<file path="src/rtl/core/ufr_pkg.sv">
`timescale 1ns / 1ps

package ufr_pkg;

  localparam int unsigned TAG_LEN = 6;

  localparam logic [7:0] NEWLINE    = 8'h0a;
  localparam logic [7:0] CNT_MAX    = 8'd255;
  localparam logic [7:0] THR_RESET  = 8'd5;
  localparam logic       REQ_BYTE   = 1'b0;
  localparam logic       REQ_TICK   = 1'b1;
  localparam logic       REG_IDLE_THR = 1'b0;

  typedef enum logic [1:0] {
    KIND_DATA    = 2'd0,
    KIND_FRAMING = 2'd1,
    KIND_OVERRUN = 2'd2
  } out_kind_e;

  typedef enum logic [2:0] {
    SRC_ERR = 3'd0,
    SRC_OVR = 3'd1,
    SRC_TAG = 3'd2,
    SRC_BUF = 3'd3,
    SRC_NL  = 3'd4
  } src_e;

  typedef struct packed {
    logic emit;
    src_e src;
    logic last;
    logic idx_clr;
    logic idx_inc;
    logic fill_clr;
    logic store;
    logic chunk_set;
    logic chunk_clr;
  } cmd_t;

  typedef struct packed {
    logic req_tick;
    logic err;
    logic ready;
    logic hit;
    logic full;
    logic fill_nz;
    logic chunk;
    logic tag_end;
    logic buf_end;
    logic slot_free;
  } sts_t;

  function automatic logic [7:0] tag_byte(input logic [2:0] idx);
    logic [7:0] b;
    case (idx)
      3'd0:    b = 8'h55;
      3'd1:    b = 8'h41;
      3'd2:    b = 8'h52;
      3'd3:    b = 8'h54;
      3'd4:    b = 8'h30;
      3'd5:    b = 8'h20;
      default: b = 8'h00;
    endcase
    return b;
  endfunction

endpackage

</file>
<file path="src/rtl/core/ufr_ctrl.sv">
`timescale 1ns / 1ps

module ufr_ctrl (
  input  logic          clk_i,
  input  logic          rst_ni,
  input  logic          accept_i,
  input  ufr_pkg::sts_t sts_i,
  output ufr_pkg::cmd_t cmd_o,
  output logic          in_ready_o
);

  typedef enum logic [7:0] {
    ST_IDLE  = 8'b0000_0001,
    ST_EVAL  = 8'b0000_0010,
    ST_ERR   = 8'b0000_0100,
    ST_TAG   = 8'b0000_1000,
    ST_BUF   = 8'b0001_0000,
    ST_NL    = 8'b0010_0000,
    ST_OVR   = 8'b0100_0000,
    ST_STORE = 8'b1000_0000
  } state_e;

  state_e state_q, state_d;
  logic   nl_q, nl_d;

  assign in_ready_o = (state_q == ST_IDLE);

  always_comb begin
    state_d = state_q;
    nl_d    = nl_q;
    cmd_o   = '0;
    unique case (state_q)
      ST_IDLE: begin
        if (accept_i) state_d = ST_EVAL;
      end
      ST_EVAL: begin
        nl_d = sts_i.req_tick & ~sts_i.chunk;
        if (!sts_i.req_tick) begin
          if (sts_i.err) state_d = ST_ERR;
          else if (sts_i.full) state_d = sts_i.chunk ? ST_BUF : ST_TAG;
          else state_d = ST_STORE;
        end else if (!sts_i.hit) begin
          state_d = ST_IDLE;
        end else if (!sts_i.ready) begin
          state_d = ST_OVR;
        end else if (!sts_i.fill_nz) begin
          state_d = ST_IDLE;
        end else begin
          state_d = sts_i.chunk ? ST_BUF : ST_TAG;
        end
      end
      ST_ERR: begin
        cmd_o.emit = sts_i.slot_free;
        cmd_o.src  = ufr_pkg::SRC_ERR;
        cmd_o.last = ~sts_i.full;
        if (sts_i.slot_free) begin
          if (sts_i.full) state_d = sts_i.chunk ? ST_BUF : ST_TAG;
          else state_d = ST_STORE;
        end
      end
      ST_TAG: begin
        cmd_o.emit = sts_i.slot_free;
        cmd_o.src  = ufr_pkg::SRC_TAG;
        if (sts_i.slot_free) begin
          if (sts_i.tag_end) begin
            cmd_o.idx_clr = 1'b1;
            state_d       = ST_BUF;
          end else begin
            cmd_o.idx_inc = 1'b1;
          end
        end
      end
      ST_BUF: begin
        cmd_o.emit = sts_i.slot_free;
        cmd_o.src  = ufr_pkg::SRC_BUF;
        cmd_o.last = sts_i.buf_end & ~nl_q;
        if (sts_i.slot_free) begin
          if (sts_i.buf_end) begin
            cmd_o.idx_clr   = 1'b1;
            cmd_o.fill_clr  = 1'b1;
            cmd_o.chunk_set = ~sts_i.req_tick;
            cmd_o.chunk_clr = sts_i.req_tick & ~nl_q;
            if (!sts_i.req_tick) state_d = ST_STORE;
            else if (nl_q) state_d = ST_NL;
            else state_d = ST_IDLE;
          end else begin
            cmd_o.idx_inc = 1'b1;
          end
        end
      end
      ST_NL: begin
        cmd_o.emit = sts_i.slot_free;
        cmd_o.src  = ufr_pkg::SRC_NL;
        cmd_o.last = 1'b1;
        if (sts_i.slot_free) state_d = ST_IDLE;
      end
      ST_OVR: begin
        cmd_o.emit = sts_i.slot_free;
        cmd_o.src  = ufr_pkg::SRC_OVR;
        cmd_o.last = 1'b1;
        if (sts_i.slot_free) state_d = ST_IDLE;
      end
      ST_STORE: begin
        cmd_o.store = 1'b1;
        state_d     = ST_IDLE;
      end
      default: begin
        state_d = ST_IDLE;
      end
    endcase
  end

  always_ff @(posedge clk_i or negedge rst_ni) begin
    if (!rst_ni) begin
      state_q <= ST_IDLE;
      nl_q    <= 1'b0;
    end else begin
      state_q <= state_d;
      nl_q    <= nl_d;
    end
  end

`ifndef ASSERT_OFF
  a_state_onehot: assert property (@(posedge clk_i) disable iff (!rst_ni)
    $onehot(state_q))
    else $error("state register not one-hot");

  a_buf_nonempty: assert property (@(posedge clk_i) disable iff (!rst_ni)
    (state_q == ST_BUF) |-> sts_i.fill_nz)
    else $error("buffer walk with empty buffer");

  a_store_room: assert property (@(posedge clk_i) disable iff (!rst_ni)
    cmd_o.store |-> !sts_i.full)
    else $error("store into full buffer");

  a_tag_no_chunk: assert property (@(posedge clk_i) disable iff (!rst_ni)
    (state_q == ST_TAG) |-> !sts_i.chunk)
    else $error("tag sent while chunk open");
`endif

endmodule

</file>
<file path="src/rtl/core/ufr_dp.sv">
`timescale 1ns / 1ps

module ufr_dp #(
  parameter int unsigned BUF_DEPTH = 32
) (
  input  logic          clk_i,
  input  logic          rst_ni,
  input  logic          accept_i,
  input  logic [0:0]    in_user_i,
  input  logic [15:0]   in_data_i,
  input  logic          psel,
  input  logic          penable,
  input  logic          pwrite,
  input  logic [2:0]    paddr,
  input  logic [31:0]   pwdata,
  output logic [31:0]   prdata,
  input  ufr_pkg::cmd_t cmd_i,
  output ufr_pkg::sts_t sts_o,
  input  logic          out_ready_i,
  output logic          out_valid_o,
  output logic [7:0]    out_data_o,
  output logic [1:0]    out_user_o,
  output logic          out_last_o
);

  localparam int unsigned FILL_W = $clog2(BUF_DEPTH + 1);
  localparam int unsigned IDX_W  = (FILL_W > 3) ? FILL_W : 3;
  localparam int unsigned AW     = (BUF_DEPTH > 1) ? $clog2(BUF_DEPTH) : 1;

  logic [7:0]        thr_q;
  logic [7:0]        idle_q;
  logic [7:0]        idle_inc;
  logic              idle_hit;
  logic              hit_q;
  logic              req_q, err_q, rdy_q;
  logic [7:0]        byte_q;
  logic [FILL_W-1:0] fill_q;
  logic              chunk_q;
  logic [IDX_W-1:0]  idx_q, idx_d;
  logic [AW-1:0]     rd_addr;
  logic [7:0]        mem_q [BUF_DEPTH];
  logic [7:0]        rd_data_q;
  logic              out_valid_q;
  logic [7:0]        out_byte_q, out_byte_d;
  logic [1:0]        out_kind_q, out_kind_d;
  logic              out_last_q;
  logic              cfg_wr;
  logic              slot_free;

  assign cfg_wr = psel & penable & pwrite & (paddr[2] == ufr_pkg::REG_IDLE_THR);
  assign prdata = (paddr[2] == ufr_pkg::REG_IDLE_THR) ? {24'd0, thr_q} : 32'd0;

  assign idle_inc = (idle_q == ufr_pkg::CNT_MAX) ? idle_q : idle_q + 8'd1;
  assign idle_hit = (idle_inc >= thr_q);

  always_ff @(posedge clk_i or negedge rst_ni) begin
    if (!rst_ni) begin
      thr_q  <= ufr_pkg::THR_RESET;
      idle_q <= 8'd0;
    end else begin
      if (cfg_wr) thr_q <= pwdata[7:0];
      if (accept_i) begin
        if (in_user_i[0] == ufr_pkg::REQ_BYTE) idle_q <= 8'd1;
        else idle_q <= idle_hit ? 8'd1 : idle_inc;
      end
    end
  end

  always_ff @(posedge clk_i) begin
    if (accept_i) begin
      req_q  <= in_user_i[0];
      byte_q <= in_data_i[7:0];
      err_q  <= in_data_i[8];
      rdy_q  <= in_data_i[9];
      hit_q  <= (in_user_i[0] == ufr_pkg::REQ_TICK) & idle_hit;
    end
  end

  always_comb begin
    idx_d = idx_q;
    if (cmd_i.idx_clr) idx_d = '0;
    else if (cmd_i.idx_inc) idx_d = idx_q + IDX_W'(1);
  end

  assign rd_addr = (idx_d < IDX_W'(BUF_DEPTH)) ? idx_d[AW-1:0] : '0;

  always_ff @(posedge clk_i or negedge rst_ni) begin
    if (!rst_ni) begin
      idx_q   <= '0;
      fill_q  <= '0;
      chunk_q <= 1'b0;
    end else begin
      idx_q <= idx_d;
      if (cmd_i.fill_clr) fill_q <= '0;
      else if (cmd_i.store) fill_q <= fill_q + FILL_W'(1);
      if (cmd_i.chunk_set) chunk_q <= 1'b1;
      else if (cmd_i.chunk_clr) chunk_q <= 1'b0;
    end
  end

  always_ff @(posedge clk_i) begin
    if (cmd_i.store) mem_q[fill_q[AW-1:0]] <= byte_q;
    rd_data_q <= mem_q[rd_addr];
  end

  assign slot_free = ~out_valid_q | out_ready_i;

  always_comb begin
    out_kind_d = ufr_pkg::KIND_DATA;
    out_byte_d = 8'd0;
    case (cmd_i.src)
      ufr_pkg::SRC_ERR: out_kind_d = ufr_pkg::KIND_FRAMING;
      ufr_pkg::SRC_OVR: out_kind_d = ufr_pkg::KIND_OVERRUN;
      ufr_pkg::SRC_TAG: out_byte_d = ufr_pkg::tag_byte(idx_q[2:0]);
      ufr_pkg::SRC_BUF: out_byte_d = rd_data_q;
      ufr_pkg::SRC_NL:  out_byte_d = ufr_pkg::NEWLINE;
      default:          out_byte_d = 8'd0;
    endcase
  end

  always_ff @(posedge clk_i or negedge rst_ni) begin
    if (!rst_ni) begin
      out_valid_q <= 1'b0;
    end else if (cmd_i.emit) begin
      out_valid_q <= 1'b1;
    end else if (out_ready_i) begin
      out_valid_q <= 1'b0;
    end
  end

  always_ff @(posedge clk_i) begin
    if (cmd_i.emit) begin
      out_kind_q <= out_kind_d;
      out_byte_q <= out_byte_d;
      out_last_q <= cmd_i.last;
    end
  end

  assign out_valid_o = out_valid_q;
  assign out_data_o  = out_byte_q;
  assign out_user_o  = out_kind_q;
  assign out_last_o  = out_last_q;

  always_comb begin
    sts_o.req_tick  = (req_q == ufr_pkg::REQ_TICK);
    sts_o.err       = err_q;
    sts_o.ready     = rdy_q;
    sts_o.hit       = hit_q;
    sts_o.full      = (fill_q == FILL_W'(BUF_DEPTH));
    sts_o.fill_nz   = (fill_q != '0);
    sts_o.chunk     = chunk_q;
    sts_o.tag_end   = (idx_q == IDX_W'(ufr_pkg::TAG_LEN - 1));
    sts_o.buf_end   = (idx_q == (IDX_W'(fill_q) - IDX_W'(1)));
    sts_o.slot_free = slot_free;
  end

endmodule

</file>
<file path="src/rtl/core/uart_rx_idle_timeout_framer_core.sv">
`timescale 1ns / 1ps
// Channel  Dir  Handshake              Payload
// s_axis   in   tvalid/tready          tdata: rx_byte, rx_error, host_ready; tuser: req_type
// m_axis   out  tvalid/tready          tdata: out_byte; tuser: out_kind; tlast: last
// apb      in   psel/penable, pready=1 idle_threshold at byte address 0
//
// A byte item without a flush passes evaluate and store; a tick with no result only evaluate.
// Each result is held in the output register until taken; the buffer walk reads one
// entry a cycle while the output register is free. Output stalls hold the controller in
// place; the next item is accepted while the last result still waits in the output
// register. Reset is asynchronous; the buffer memory is not cleared, only its fill count.

module uart_rx_idle_timeout_framer_core #(
  parameter int unsigned BUF_DEPTH = 32
) (
  input  logic        clk_i,
  input  logic        rst_ni,
  input  logic        s_axis_tvalid,
  output logic        s_axis_tready,
  input  logic [15:0] s_axis_tdata,  // [7:0] rx_byte, [8] rx_error, [9] host_ready
  input  logic [0:0]  s_axis_tuser,  // [0] req_type
  output logic        m_axis_tvalid,
  input  logic        m_axis_tready,
  output logic [7:0]  m_axis_tdata,  // [7:0] out_byte
  output logic [1:0]  m_axis_tuser,  // [1:0] out_kind
  output logic        m_axis_tlast,
  input  logic        psel,
  input  logic        penable,
  input  logic        pwrite,
  input  logic [2:0]  paddr,
  input  logic [31:0] pwdata,
  output logic [31:0] prdata,
  output logic        pready
);

  ufr_pkg::cmd_t cmd;
  ufr_pkg::sts_t sts;
  logic          accept;

  assign pready = 1'b1;
  assign accept = s_axis_tvalid & s_axis_tready;

  ufr_ctrl u_ctrl (
    .clk_i      (clk_i),
    .rst_ni     (rst_ni),
    .accept_i   (accept),
    .sts_i      (sts),
    .cmd_o      (cmd),
    .in_ready_o (s_axis_tready)
  );

  ufr_dp #(
    .BUF_DEPTH (BUF_DEPTH)
  ) u_dp (
    .clk_i       (clk_i),
    .rst_ni      (rst_ni),
    .accept_i    (accept),
    .in_user_i   (s_axis_tuser),
    .in_data_i   (s_axis_tdata),
    .psel        (psel),
    .penable     (penable),
    .pwrite      (pwrite),
    .paddr       (paddr),
    .pwdata      (pwdata),
    .prdata      (prdata),
    .cmd_i       (cmd),
    .sts_o       (sts),
    .out_ready_i (m_axis_tready),
    .out_valid_o (m_axis_tvalid),
    .out_data_o  (m_axis_tdata),
    .out_user_o  (m_axis_tuser),
    .out_last_o  (m_axis_tlast)
  );

endmodule
</file>
<file path="config.mk">
export PLATFORM = sky130hd
export DESIGN_NAME = uart_rx_idle_timeout_framer_core
export DESIGN_NICKNAME = d
export VERILOG_FILES = /design/src/rtl/core/ufr_pkg.sv /design/src/rtl/core/ufr_ctrl.sv /design/src/rtl/core/ufr_dp.sv /design/src/rtl/core/uart_rx_idle_timeout_framer_core.sv
export SDC_FILE = /design/constraint.sdc
export NUM_CORES = 1
export LEC_CHECK = 0
export BUFFER_PORTS_ARGS = -buffer_cell sky130_fd_sc_hd__buf_2
export CORE_MARGIN = 8
export CORE_UTILIZATION = 30
export DETAILED_ROUTE_END_ITERATION = 16
export PLACE_DENSITY = 0.55
export REMOVE_ABC_BUFFERS = 1
export SYNTH_ARGS = -nofsm -noshare
export SYNTH_HDL_FRONTEND = slang
export SYNTH_SLANG_ARGS = --single-unit
</file>
<file path="constraint.sdc">
create_clock -name clk_i -period 5.5 [get_ports clk_i]
set_input_delay 0.825 -clock clk_i [delete_from_list [all_inputs] [get_ports clk_i]]
set_output_delay 0.825 -clock clk_i [all_outputs]
set_load 0.03 [all_outputs]
</file>
==> out/results.txt <==
status -> finished clean
layout cells sized above 1 -> 14.62%
global-route wire length before repair -> 65.92 mm
vias in the first global route -> 10.96k
Die Area -> 61070 sq um
initial antenna violation count -> 1
cell count after synthesis -> 1305
max-cap viol count -> 0
relative slew slack -> 29.01%
fin nets -> 1412
final setup fails -> 0
sw power -> 0.003689 W
#FFs+latches synth -> 326
Multi-input gate area -> 5924 sq um
Leak -> 6.085 nW
min Tclk post-route -> 4638 ps
DR vias -> 11.33k
Netlist cell types -> 73
worst-path maximum fanout -> 34
CTS sink cnt -> 326
TritonCTS Buffers -> 37
Crit path max-delay family -> simple AND/OR/NAND/NOR gates
Placer Congestion -> 0.8257
die width -> 247.1 microns
Top FF cell, synth -> edfxtp_1
fin crit share -> 84.34%
Post-synth EDFFs -> 279
design area -> 18060 sq um
Yosys warning count -> 0
CTS hold repair buffers -> 0
Die H -> 247.1 microns
clock power share -> 24.4%
worst slew pin tran -> 1065 ps
CTS tree -> yes
WP data arrival -> 5120 ps
Fmax achieved -> 0.2156 GHz
Int Pwr -> 0.005618 W
port bufs -> 47
Worst EP required -> 5980 ps
Synth area leaders -> edfxtp_1 52%, dfrtp_1 5.6%, mux2i_1 4.6%
Yosys top cell area share -> 52.28%
post-route DRC violation count -> 0
area grow syn2layout -> 12.67%
Starting Density -> 30.43%
Detail Placement HPWL -> 27.75 mm
core area -> 52660 sq um
Mean Syn Cell Area -> 12.28 sq um
Worst-Skew Late Latency -> 540 ps
drt wl/cell -> 21.56 microns
fraction of registers with async set/reset -> 11.96%
CP Class -> flop to flop
skew final -> 22.10 ps
CP Buf/Inv Count -> 2
Worst setup SP type -> flop
Slew Viols, Final -> 0
area of the mapped netlist -> 16030 sq um
Detailed Route Iter0 Violations -> 997
Placement Cell Area -> 16950 sq um
flip-flop and latch area -> 9522 sq um
RSZ-0062 raised after global routing -> no
CTS root buffer -> clkbuf_16
Pre-antenna DRT Iters -> 5
pin count of the biggest net entering global routing -> 78
I/O pin total -> 105
maximum VDD drop -> 0.0002780 V
# resized after CTS -> 0
Fin. Hold Viols -> 0
H-tree levels -> 2
Routed WL -> 44.23 mm
sequential fraction of design power -> 33.3%
GRT overflow -> 0
crit path max-delay cell type -> nor4_1
crit-path cells -> or3_1 -> o31ai_1 -> nand4_1 -> nand3b_1 -> a21oi_2 -> a311o_1 -> inv_2 -> buf_4 -> nor2_1 -> a211oi_1 -> nor4_1 -> o32a_1
Setup Fix Bufs, Post-CTS -> 0
Hold Slack -> 425.2 ps
vias per inst -> 5.520
CP max stage delay -> 670 ps
clock-pin slew on the worst setup and hold paths -> 60 ps
Yosys top cell by area -> edfxtp_1
Post-synth top cells -> 279 x edfxtp_1, 95 x nor2_1, 74 x mux2i_1, 69 x clkbuf_1, 66 x nand2_1
Combinational Power Share -> 42.3%
Sw Ratio -> 39.64%
clk buf depth -> 3
sequential fraction of the synthesis area -> 59.39%
Rows -> 84
Hold WC Path Type -> input port to asynchronous set/reset pin
Power, Total -> 0.009307 W
Tot GR Track Use -> 13.91%
fill count -> 5178
P per Cell Area -> 515.4 nW/um^2
count leader, synth -> edfxtp_1
Detail Route Antenna Nets -> 0
CP endpoint kind -> flop
registers in the layout (all words and copies together), names as in the netlist:
name,cells
u_dp.thr_q,8
u_dp.req_q,1
u_dp.out_user_o,2
u_dp.idx_q,6
u_ctrl.nl_q,1
u_dp.hit_q,1
u_ctrl.state_q,8
u_dp.idle_q,8
u_dp.out_last_o,1
u_dp.fill_q,6
u_dp.mem_q,256
u_dp.rd_data_q,8
u_dp.out_data_o,8
u_dp.err_q,1
u_dp.chunk_q,1
u_dp.out_valid_o,1
u_dp.byte_q,8
u_dp.rdy_q,1
layer usage:
metal / vias up / track usage (%) / part of all wire, %
met5: - / 0 / 0
met4: 0 / 5.109 / 2.8
met3: 86 / 2.061 / 5.6
met2: 380 / 22.44 / 47
met1: 5678 / 18.79 / 44
li1: 5184 / - / -
layout by cell type (no fill, tap or decap), types with 35 or more instances in the layout:
master,synthesis,final
o221ai_1,49,49
a211oi_1,47,47
nor3_1,42,42
buf_4,25,38
nand2_1,66,66
a21oi_1,55,55
edfxtp_1,279,279
dfrtp_1,36,35
buf_2,13,47
mux2i_1,74,74
nor2_1,95,95
clkbuf_16,0,37
power by group through the flow:
| stage | clock (W) | sequential (W) | combinational (W) |
|---|---|---|---|
| 2_1_floorplan | 0 | 0.00327 | 0.00242 |
| 3_3_place_gp | 0 | 0.00314 | 0.00385 |
| 3_5_place_dp | 0 | 0.00314 | 0.00390 |
| 4_1_cts | 0.00232 | 0.00309 | 0.00392 |
| 5_1_grt | 0.00243 | 0.00311 | 0.00422 |
| 6_report | 0.00227 | 0.00310 | 0.00394 |
layout make-up:
cell class	instances	area share (%)
Inverter	28	0.5821
Tap cell	688	4.768
Clock inverter	20	0.7207
Clock buffer	45	5.350
Multi-Input combinational cell	856	32.81
Timing Repair Buffer	86	2.994
Antenna cell	3	0.04158
Sequential cell	326	52.73
worst paths after layout:
path | end | cells past startpoint | from | slack (ps)
max in group asynchronous | u_dp.idx_q[0] | 1 | rst_ni | 4410
min | u_dp.idle_q[6] | 1 | rst_ni | 430
max reg2reg | u_dp.rd_data_q[3] | 12 | u_dp.fill_q[4] | 860
min in group clk_i | u_dp.byte_q[5] | 1 | s_axis_tdata[5] | 470
min reg2reg | u_dp.mem_q[10][2] | 0 | u_dp.byte_q[2] | 490
max | u_dp.rd_data_q[3] | 12 | u_dp.fill_q[4] | 860
per-stage QoR:
step	TNS [ps]	cells	utilization, %	setup WS, ps
after floorplan	-17980	1210	-	-2009
after global routing	0	2050	34.28	674.3
after detailed placement	0	1984	32.20	940.7
final	0	2052	34.29	861.5
after CTS	0	2049	34.28	906.2
after global placement	0	1984	32.20	931.8
worst reg2reg max path, cell delays in order (launching register included):
cell and delay, ps:
dfrtp_1 540, or3_1 500, o31ai_1 300, nand4_1 150, nand3b_1 310, a21oi_2 460, a311o_1 630, inv_2 220
buf_4 330, nor2_1 170, a211oi_1 80, nor4_1 670, o32a_1 220
kinds of logic (layout without fill, tap and decap cells):
logic type / Yosys count / after routing / synth area share, %
other cells: 2 / 28 / 0.04686
simple gates: 335 / 335 / 10.34
xor+xnor: 18 / 18 / 1.031
fa+ha+maj: 18 / 18 / 1.405
mux: 105 / 105 / 7.035
buf+inv: 146 / 179 / 4.294
flops: 326 / 326 / 59.39
compound gates: 355 / 355 / 16.46
(Power assumes the default switching activity.)
